===== src/rtl/esfp_pkg.sv =====
package esfp_pkg;

  localparam int unsigned PosW = 6;
  localparam int unsigned ByteW = 8;
  localparam int unsigned StatusW = 2;

  typedef logic [PosW-1:0] pos_t;
  typedef logic [ByteW-1:0] byte_t;
  typedef logic [StatusW-1:0] status_t;

  localparam status_t STATUS_OK = 2'd0;
  localparam status_t STATUS_CHECKSUM_ERR = 2'd1;
  localparam status_t STATUS_POOR_SIGNAL = 2'd2;

  localparam pos_t POS_SYNC0 = 6'd0;
  localparam pos_t POS_SYNC1 = 6'd1;
  localparam pos_t POS_LENGTH = 6'd2;
  localparam pos_t POS_CODE = 6'd3;
  localparam pos_t POS_QUALITY = 6'd4;
  localparam pos_t POS_ASIC0 = 6'd5;
  localparam pos_t POS_ASIC1 = 6'd6;
  localparam pos_t POS_ATTENTION = 6'd32;
  localparam pos_t POS_MEDITATION = 6'd34;
  localparam pos_t POS_CHECKSUM = 6'd35;

  localparam byte_t SYNC_BYTE = 8'hAA;
  localparam byte_t LENGTH_BYTE = 8'h20;
  localparam byte_t CODE_BYTE = 8'h02;
  localparam byte_t ASIC0_BYTE = 8'h83;
  localparam byte_t ASIC1_BYTE = 8'h18;

  typedef struct packed {
    logic    valid;
    status_t status;
    byte_t   attention;
    byte_t   meditation;
    byte_t   signal_quality;
  } result_t;

  function automatic logic is_poor_quality(input byte_t q);
    return (q == 8'h1D) || (q == 8'h36) || (q == 8'h37) || (q == 8'h38) ||
           (q == 8'h50) || (q == 8'h51) || (q == 8'h52) || (q == 8'h6B) ||
           (q == 8'hC8);
  endfunction

endpackage


===== src/rtl/esfp_in_stage.sv =====
module esfp_in_stage (
  input  logic               clk,
  input  logic               rst_n,
  input  logic               in_valid,
  input  esfp_pkg::byte_t    in_rx_byte,
  input  logic               hold,
  output logic               in_stall,
  output logic               byte_valid,
  output esfp_pkg::byte_t    byte_data
);

  logic            valid_r;
  esfp_pkg::byte_t byte_r;

  assign in_stall = valid_r && hold;
  assign byte_valid = valid_r;
  assign byte_data = byte_r;

  always_ff @(posedge clk) begin
    if (!rst_n) begin
      valid_r <= 1'b0;
    end else if (!in_stall) begin
      valid_r <= in_valid;
    end
  end

  always_ff @(posedge clk) begin
    if (in_valid && !in_stall) begin
      byte_r <= in_rx_byte;
    end
  end

endmodule


===== src/rtl/esfp_framer.sv =====
module esfp_framer (
  input  logic               clk,
  input  logic               rst_n,
  input  logic               byte_fire,
  input  esfp_pkg::byte_t    rx_byte,
  output logic               at_last,
  output esfp_pkg::result_t  res
);

  esfp_pkg::pos_t  pos_r, pos_nxt;
  esfp_pkg::byte_t sum_r, sum_nxt;
  esfp_pkg::byte_t quality_r, quality_nxt;
  esfp_pkg::byte_t pend_att_r, pend_att_nxt;
  esfp_pkg::byte_t pend_med_r, pend_med_nxt;
  esfp_pkg::byte_t held_att_r, held_att_nxt;
  esfp_pkg::byte_t held_med_r, held_med_nxt;
  esfp_pkg::status_t status;
  esfp_pkg::byte_t want;
  logic            header_pos;

  assign at_last = (pos_r == esfp_pkg::POS_CHECKSUM);

  always_comb begin
    header_pos = 1'b1;
    unique case (pos_r)
      esfp_pkg::POS_SYNC0:  want = esfp_pkg::SYNC_BYTE;
      esfp_pkg::POS_SYNC1:  want = esfp_pkg::SYNC_BYTE;
      esfp_pkg::POS_LENGTH: want = esfp_pkg::LENGTH_BYTE;
      esfp_pkg::POS_CODE:   want = esfp_pkg::CODE_BYTE;
      esfp_pkg::POS_ASIC0:  want = esfp_pkg::ASIC0_BYTE;
      esfp_pkg::POS_ASIC1:  want = esfp_pkg::ASIC1_BYTE;
      default: begin
        want = esfp_pkg::SYNC_BYTE;
        header_pos = 1'b0;
      end
    endcase
  end

  always_comb begin
    pos_nxt = pos_r;
    sum_nxt = sum_r;
    quality_nxt = quality_r;
    pend_att_nxt = pend_att_r;
    pend_med_nxt = pend_med_r;
    held_att_nxt = held_att_r;
    held_med_nxt = held_med_r;
    status = esfp_pkg::STATUS_OK;
    if (byte_fire) begin
      priority if (header_pos) begin
        if (pos_r == esfp_pkg::POS_CODE) begin
          sum_nxt = '0;
        end
        if (rx_byte == want) begin
          pos_nxt = pos_r + esfp_pkg::pos_t'(1);
          if (pos_r == esfp_pkg::POS_CODE) begin
            sum_nxt = rx_byte;
          end else if (pos_r == esfp_pkg::POS_ASIC0 || pos_r == esfp_pkg::POS_ASIC1) begin
            sum_nxt = sum_r + rx_byte;
          end
        end else begin
          pos_nxt = esfp_pkg::POS_SYNC0;
        end
      end else if (pos_r == esfp_pkg::POS_CHECKSUM) begin
        pos_nxt = esfp_pkg::POS_SYNC0;
        if (~sum_r != rx_byte) begin
          status = esfp_pkg::STATUS_CHECKSUM_ERR;
        end else if (esfp_pkg::is_poor_quality(quality_r)) begin
          status = esfp_pkg::STATUS_POOR_SIGNAL;
        end else begin
          held_att_nxt = pend_att_r;
          held_med_nxt = pend_med_r;
        end
      end else if (pos_r > esfp_pkg::POS_CHECKSUM) begin
        pos_nxt = esfp_pkg::POS_SYNC0;
      end else begin
        if (pos_r == esfp_pkg::POS_QUALITY) begin
          quality_nxt = rx_byte;
        end else if (pos_r == esfp_pkg::POS_ATTENTION) begin
          pend_att_nxt = rx_byte;
        end else if (pos_r == esfp_pkg::POS_MEDITATION) begin
          pend_med_nxt = rx_byte;
        end
        sum_nxt = sum_r + rx_byte;
        pos_nxt = pos_r + esfp_pkg::pos_t'(1);
      end
    end
  end

  always_comb begin
    res.valid = byte_fire && at_last;
    res.status = status;
    res.attention = held_att_nxt;
    res.meditation = held_med_nxt;
    res.signal_quality = quality_r;
  end

  always_ff @(posedge clk) begin
    if (!rst_n) begin
      pos_r <= '0;
      sum_r <= '0;
      quality_r <= '0;
      pend_att_r <= '0;
      pend_med_r <= '0;
      held_att_r <= '0;
      held_med_r <= '0;
    end else begin
      pos_r <= pos_nxt;
      sum_r <= sum_nxt;
      quality_r <= quality_nxt;
      pend_att_r <= pend_att_nxt;
      pend_med_r <= pend_med_nxt;
      held_att_r <= held_att_nxt;
      held_med_r <= held_med_nxt;
    end
  end

endmodule


===== src/rtl/esfp_out_stage.sv =====
module esfp_out_stage (
  input  logic                clk,
  input  logic                rst_n,
  input  esfp_pkg::result_t   res,
  input  logic                out_stall,
  output logic                out_busy,
  output logic                out_valid,
  output esfp_pkg::status_t   out_status,
  output esfp_pkg::byte_t     out_held_att,
  output esfp_pkg::byte_t     out_held_med,
  output esfp_pkg::byte_t     out_signal_quality
);

  logic               valid_r;
  esfp_pkg::result_t  data_r;

  assign out_busy = valid_r && out_stall;
  assign out_valid = valid_r;
  assign out_status = data_r.status;
  assign out_held_att = data_r.attention;
  assign out_held_med = data_r.meditation;
  assign out_signal_quality = data_r.signal_quality;

  always_ff @(posedge clk) begin
    if (!rst_n) begin
      valid_r <= 1'b0;
    end else if (!out_busy) begin
      valid_r <= res.valid;
    end
  end

  always_ff @(posedge clk) begin
    if (res.valid && !out_busy) begin
      data_r <= res;
    end
  end

endmodule


===== src/rtl/eeg_serial_frame_parser_core.sv =====
// Frame parser for a fixed 36-byte EEG headset packet, one serial byte per transfer.
// Input channel: in_valid / in_stall carry in_rx_byte. Output channel: out_valid /
// out_stall carry one result per packet: out_status (ok, checksum error, poor
// signal), held attention and meditation, and the packet's quality byte.
// Header bytes that do not match drop the byte and restart the search.
// Throughput: one byte per cycle while in_stall is low; the position counter and
// running sum are updated from the input register as each byte is taken.
// The checksum byte passes through the input register; when the framer takes
// it, the result is formed combinationally and loads into the output register,
// from which it transfers on out_valid / out_stall.
// A waiting result does not hold up header or payload bytes; only the next
// checksum byte waits in the input register while the output is stalled, and
// in_stall rises then.
// Reset (synchronous, rst_n low): position, sum, held attention and
// meditation clear to zero and both channel registers empty.
module eeg_serial_frame_parser_core (
  input  logic              clk,
  input  logic              rst_n,
  input  logic              in_valid,
  output logic              in_stall,
  input  logic [7:0]        in_rx_byte,
  output logic              out_valid,
  input  logic              out_stall,
  output logic [1:0]        out_status,
  output logic [7:0]        out_held_att,
  output logic [7:0]        out_held_med,
  output logic [7:0]        out_signal_quality
);

  logic              byte_valid;
  esfp_pkg::byte_t   byte_data;
  logic              hold;
  logic              byte_fire;
  logic              at_last;
  logic              out_busy;
  esfp_pkg::result_t res;

  assign hold = at_last && out_busy;
  assign byte_fire = byte_valid && !hold;

  esfp_in_stage u_in (
    .clk        (clk),
    .rst_n      (rst_n),
    .in_valid   (in_valid),
    .in_rx_byte (in_rx_byte),
    .hold       (hold),
    .in_stall   (in_stall),
    .byte_valid (byte_valid),
    .byte_data  (byte_data)
  );

  esfp_framer u_framer (
    .clk       (clk),
    .rst_n     (rst_n),
    .byte_fire (byte_fire),
    .rx_byte   (byte_data),
    .at_last   (at_last),
    .res       (res)
  );

  esfp_out_stage u_out (
    .clk                (clk),
    .rst_n              (rst_n),
    .res                (res),
    .out_stall          (out_stall),
    .out_busy           (out_busy),
    .out_valid          (out_valid),
    .out_status         (out_status),
    .out_held_att       (out_held_att),
    .out_held_med       (out_held_med),
    .out_signal_quality (out_signal_quality)
  );

endmodule


===== config.mk =====
export PLATFORM = sky130hd
export DESIGN_NAME = eeg_serial_frame_parser_core
export DESIGN_NICKNAME = d
export VERILOG_FILES = /design/src/rtl/esfp_pkg.sv /design/src/rtl/esfp_in_stage.sv /design/src/rtl/esfp_framer.sv /design/src/rtl/esfp_out_stage.sv /design/src/rtl/eeg_serial_frame_parser_core.sv
export SDC_FILE = /design/constraint.sdc
export NUM_CORES = 1
export LEC_CHECK = 0
export ABC_AREA = 0
export BUFFER_PORTS_ARGS = -buffer_cell sky130_fd_sc_hd__buf_2
export CAP_MARGIN = 30
export CORE_MARGIN = 4
export CORE_UTILIZATION = 59
export CTS_CLUSTER_SIZE = 20
export DETAILED_ROUTE_END_ITERATION = 16
export PLACE_DENSITY = 0.79
export SLEW_MARGIN = 30
export SYNTH_ARGS = -nofsm -noshare
export SYNTH_HDL_FRONTEND = slang
export SYNTH_SLANG_ARGS = --single-unit

===== constraint.sdc =====
create_clock -name clk -period 2.8 [get_ports clk]
set_clock_uncertainty 0.15 [all_clocks]
set_input_delay 0.14 -clock clk [delete_from_list [all_inputs] [get_ports clk]]
set_output_delay 0.14 -clock clk [all_outputs]
set_load 0.01 [all_outputs]

# [Yosys cells after proc, flatten, opt, wreduce, memory -nomap -nowiden]
# Index checks and enable logic that the tools add are counted.
[classes] muxes=25 addsub=2 n_bitwise=7 n_lt_le_gt_ge=1 reduce_logical=27 n_eq_ne=22
[op_table] op="$mux W8" count=17
[op_table] op="$eq A8 B7 Y1 const B" count=4
[op_table] op="$pmux W8 S4" count=1
[op_table] op="$eq A8 B6 Y1 const B" count=3
[op_table] op="$mux W6" count=4
[op_table] op="$eq A6 B3 Y1 const B" count=3
[op_table] op="$eq A6 B6 Y1 const B" count=3
[op_table] op="$eq A6 B2 Y1 const B" count=2
[op_table] op="$logic_or A1 B1 Y1" count=9
[op_table] op="$add A8 B8 Y8" count=1
[op_table] op="$eq A8 B5 Y1 const B" count=1
[op_table] op="$eq A8 B8 Y1" count=1
[op_table] op="$eq A8 B8 Y1 const B" count=1
[op_table] op="$ne A8 B8 Y1" count=1
[op_table] op="$not A8 Y8" count=1
[op_table] op="$logic_and A1 B1 Y1" count=7
[op_table] op="$reduce_and A7 Y1" count=1
[op_table] op="$add A6 B1 Y6 const B" count=1
[op_table] op="$eq A6 B1 Y1 const B" count=1
[op_table] op="$gt A6 B6 Y1 const B" count=1
[op_table] op="$logic_not A6 Y1" count=1
[op_table] op="$not A1 Y1" count=6
[op_table] op="$reduce_and A6 Y1" count=1
[op_table] op="$reduce_or A6 Y1" count=1
[op_table] op="other kinds (8)" count=12
[totals] register_bits=90 elab_cells=99 output_inout_bits=28

# [Logic depth before layout (Yosys ltp)]
[depth] depth_word=14 ltp_mapped=11 depth_no_buf=10

# [By module]
# From an unflattened synthesis, not the netlist that was laid out.
[unflattened] hier_cells=416 area_unflattened_um2=4431.8
[modules_own_cells] mod="esfp_framer" area_each_um2=3311.9 cells_per_inst=372 instances=1 seq_area_each_um2=1081.0
[modules_own_cells] mod="esfp_out_stage" area_each_um2=823.3 cells_per_inst=30 instances=1 seq_area_each_um2=800.8
[modules_own_cells] mod="esfp_in_stage" area_each_um2=282.8 cells_per_inst=12 instances=1 seq_area_each_um2=260.2
[modules_own_cells] mod="eeg_serial_frame_parser_core" area_each_um2=13.8 cells_per_inst=2 instances=1 seq_area_each_um2=0.0

# [Worst setup path before layout]
# OpenSTA, ideal clock, no wires.
[synth_path] kind="register to register" start="register u_framer.pos_r[0]" end="register u_framer.pend_med_r[0]" path_stages_with_launch=10 arrival_time_ps=2233 setup_slack_ps=291 required_ps=2525 cell_sequence="dfxtp_1 > inv_1 > ha_1 > buf_4 > or2_1 > o21ai_2 > nand2_4 > nor4_4 > mux2i_1 > nor2_1"
[synth_between] elab_chain_cells=5 word_cells_on_any_way=22 cone_classes="order compare (1); eq/ne (9); mux (1); bitwise (5); reduce/logical (6)"
[synth_lines] element="start: declaration" line_no="esfp_framer.sv:10" rtl="esfp_pkg::pos_t pos_r, pos_nxt;"
[synth_lines] element="start signal: assignment" line_no="esfp_framer.sv:107" rtl="pos_r <= pos_nxt;"
[synth_lines] element="$eq A6 B1 Y1, or another cell as far along" line_no="esfp_framer.sv:25" rtl="unique case (pos_r)"
[synth_lines] element="$reduce_or A6 Y1 (no line) or $logic_and A1 B1 Y1 (tied branches)"
[synth_lines] element="$mux W1 or $logic_not A1 Y1 (tied branches)" line_no="esfp_framer.sv:25, eeg_serial_frame_parser_core.sv:39"
[synth_lines] element="$not A1 Y1 (no line) or $logic_and A1 B1 Y1 (tied branches)"
[synth_lines] element="$reduce_and A7 Y1 (no line) (*)"
[synth_lines] element="end signal: assignment" line_no="esfp_framer.sv:111" rtl="pend_med_r <= pend_med_nxt;"
[synth_lines] element="end: declaration" line_no="esfp_framer.sv:14" rtl="esfp_pkg::byte_t pend_med_r, pend_med_nxt;"
# Every way passes the cells marked *; elsewhere a longest branch is shown, timed or not.
# A chain may end at the register's enable or synchronous reset.

# [Worst setup path in the final report]
[layout_path] start="register u_framer.pos_r[1]" end="register u_framer.sum_r[1]"
[layout_between] elab_chain_cells=6 word_cells_on_any_way=24 cone_classes="order compare (1); eq/ne (9); mux (7); reduce/logical (7)"
[layout_lines] element="branches (longest 6 deep; another with $pmux W8 S4)"
[layout_lines] element="end signal: assignment" line_no="esfp_framer.sv:108" rtl="sum_r <= sum_nxt;"
[layout_lines] element="end: declaration" line_no="esfp_framer.sv:11" rtl="esfp_pkg::byte_t sum_r, sum_nxt;"
# Several ways; the timed one is not identified.

==> qor.yml <==
dp_cells: 548
start_util_pct: 60.43
multi_input_area_um2: 2092
grt_setup_unrepaired: "false"
maxSlewViolCount: 0
hold_class: "in2reg"
slew_headroom_pct: 54.36
power_frac_seq_pct: 53.9
synth_area_leaders: "dfxtp_1, edfxtp_1, mux2i_1"
routedWlPerCell_um: 18.12
tns_ns: 0
worst_pin_slew_ns: 0.6788
ys.flop_type: "dfxtp_1"
drtIter0Drc: 353
critPathLaunchType: "register"
gp_congestion: 0.9406
finalSetupViolCount: 0
power_switching_uw: 712.6
worstSetupStartpoint: "u_framer.pos_r[1]"
internal_power_mw: 1.881
reg2reg_slack_ns: 0.17
die_area_um2: 8872
post-synth-top-count-cell: "dfxtp_1"
period_needed_ns: 2.635
max_clock_freq_ghz: 0.3796
instances_no_fill: 574
p_comb_share_pct: 10.6
dpl_cell_area_um2: 4752
synth_seq_cells: 90
num_vias: 3502
wl_met2_mm: 4.990
synth_fp_nets: 427
clkLatencyLatePin_ns: 0.37
yosys.area.top_type: "dfxtp_1"
core_um2: 7253
gr-total-overflow: 0
io_buffers: 39
layout-drive-gt1-share_pct: 23.79
power.leakage_nw: 1.907
ys_warn_count: 0
syn_to_final_growth_pct: 16.16
cap_violations: 0
worstSetupPathType: "reg2reg"
wl_mm: 10.40
reg2reg_from: "u_framer.pos_r[1]"
cts_max_level: 3
min-delay-start: "rst_n"
netlist_area_um2: 4383
cts_tree: "yes"
design_area_um2: 5091
dpl.hpwl_mm: 7.180
die_w_um: 94.19
path_max_fanout: 12
clockRootBuffer: "clkbuf_8"
ioPinCount: 40
synth_top_cells_by_count: "dfxtp_1, nor2_1, edfxtp_1, mux2i_1, a21oi_1"
ant_nets: 0
grtUsageTotal_pct: 24.79
end_kind: "register"
grt_pass1_vias: 3371
fillers: 558
hold_ws_ns: 0.1179
grt_max_degree: 32
fin_ws_ns: 0.1654
clockBufferDepth: 2
grt_first_pass_wirelength_mm: 16.88
post_cts_buffers: 0
arrival_ns: 2.76
synth_top_area_share_pct: 25.58
cts_buffers: 9
p_per_area_nw_per_um2: 509.4
synth_cell_types: 76
diodes: 0
power_mw: 2.593
route.met3.wl_um: 748
status: "completed"
pre_cts_slack_ns: 0.1169
top_layer: "met4"
drc: 0
ir_worst_vdd_mv: 0.4034
via_per_inst: 6.101
fin_nets: 494
final_util_pct: 70.19
fin_crit_sh_pct: 94.09
die_height_um: 94.19
grt_antenna_before_repair: 0
ys_async_sr_fraction_pct: 0
yosysSeqAreaShare_pct: 48.87
drt-pass1-iter-count: 8
synth-edff-count: 34
row_count: 31
synth_cells: 403
cts.clk_slew.worst_paths_ns: 0.10
wl_met1_mm: 4.307
seqCellArea_um2: 2143
syn_avg_cell_area_um2: 10.88
hold_viol: 0
swShare_pct: 27.48
crit_required_ns: 2.92
cts.sinks: 90
clkPwrFrac_pct: 35.5
-- worst max-delay path, cell delays in order (launching register included) --
cell and delay (ns):
dfxtp_1 0.43, ha_1 0.31, mux2i_1 0.17, or4_1 0.45
a31oi_1 0.22, a31oi_2 0.11, o21ai_2 0.17, buf_4 0.20
a21oi_1 0.06, a211oi_1 0.27
-- cell usage in the layout (no fill, tap or decap), types with 3 or more instances in the layout --
master,netlist,final
a211oi_1,4,4
dlygate4sd3_1,1,10
inv_1,14,14
ha_1,11,11
mux2i_1,24,24
and3_1,3,3
mux2_1,9,9
buf_4,5,23
o211ai_1,3,3
nand2_1,13,13
a21oi_1,21,21
buf_2,2,39
nor3_2,2,3
nor2_1,50,50
o221ai_1,4,4
xnor2_1,5,5
dfxtp_1,56,55
nand2b_1,4,4
clkbuf_8,0,9
nor3_1,6,5
a222oi_1,5,5
edfxtp_1,34,34
o21ai_0,7,7
o21a_1,3,3
o31a_1,3,3
a31oi_1,8,7
inv_6,0,4
mux2_2,7,7
and2_1,17,17
nand3_1,14,14
-- power by group through the flow --
stage	combinational, mW	clock (mW)	sequential (mW)
detailed placement	0.253	0	1.43
finish	0.275	0.921	1.40
global route	0.297	0.990	1.40
floorplan	0.171	0	1.42
CTS	0.264	0.929	1.40
global placement	0.247	0	1.42
-- layout make-up --
cell class	count	area share [%]
clock buffer	10	2.925
clock inverter	6	1.229
inverter	14	1.032
multi-input combinational	283	41.09
sequential	90	42.10
tap	99	2.433
timing repair buffer	72	9.191
-- kinds of logic (layout without fill, tap and decap cells) --
logic type,count (synthesis),count (layout),share of synthesized area (%)
AOI/OAI and AO/OA,86,86,14.82
xor gates and xnor gates,7,7,1.399
adders and majority gates,12,12,3.597
buffers and inverters,30,102,3.997
DFF,90,90,48.87
muxes,40,40,9.592
and+or+nand+nor,138,138,17.73
-- registers in the layout (all words and copies together), names as in the netlist --
name,cells
u_framer.held_med_r,8
u_out.out_valid,1
u_framer.held_att_r,8
u_in.byte_valid,1
u_framer.quality_r,8
u_in.byte_data,8
u_framer.sum_r,8
u_out.out_status,2
u_framer.pend_med_r,8
u_framer.pos_r,6
u_framer.pend_att_r,8
u_out.out_signal_quality,8
u_out.out_held_att,8
u_out.out_held_med,8
-- worst paths after layout --
| kind | to | depth (start not counted) |
|---|---|---|
| setup reg to reg | u_framer.sum_r[1] | 9 |
| setup / recovery | u_framer.sum_r[1] | 9 |
| hold reg to reg | u_out.out_signal_quality[6] | 0 |
| hold / removal | u_framer.sum_r[7] | 2 |
-- per-layer routing --
layer | track usage, % | up-vias
met5 | 0 | -
met4 | 10.23 | 0
met2 | 40.72 | 163
met3 | 5.849 | 39
li1 | - | 1630
met1 | 31.25 | 1670
-- what timing repair did --
item | in CTS | in global routing
hold buffers | 10 | 0
gates resized for setup | 0 | 5
endpoints found under the hold margin | 10 | 0
endpoints found under the setup margin | 0 | 23
Note: power is estimated with default switching activity, not from simulation.
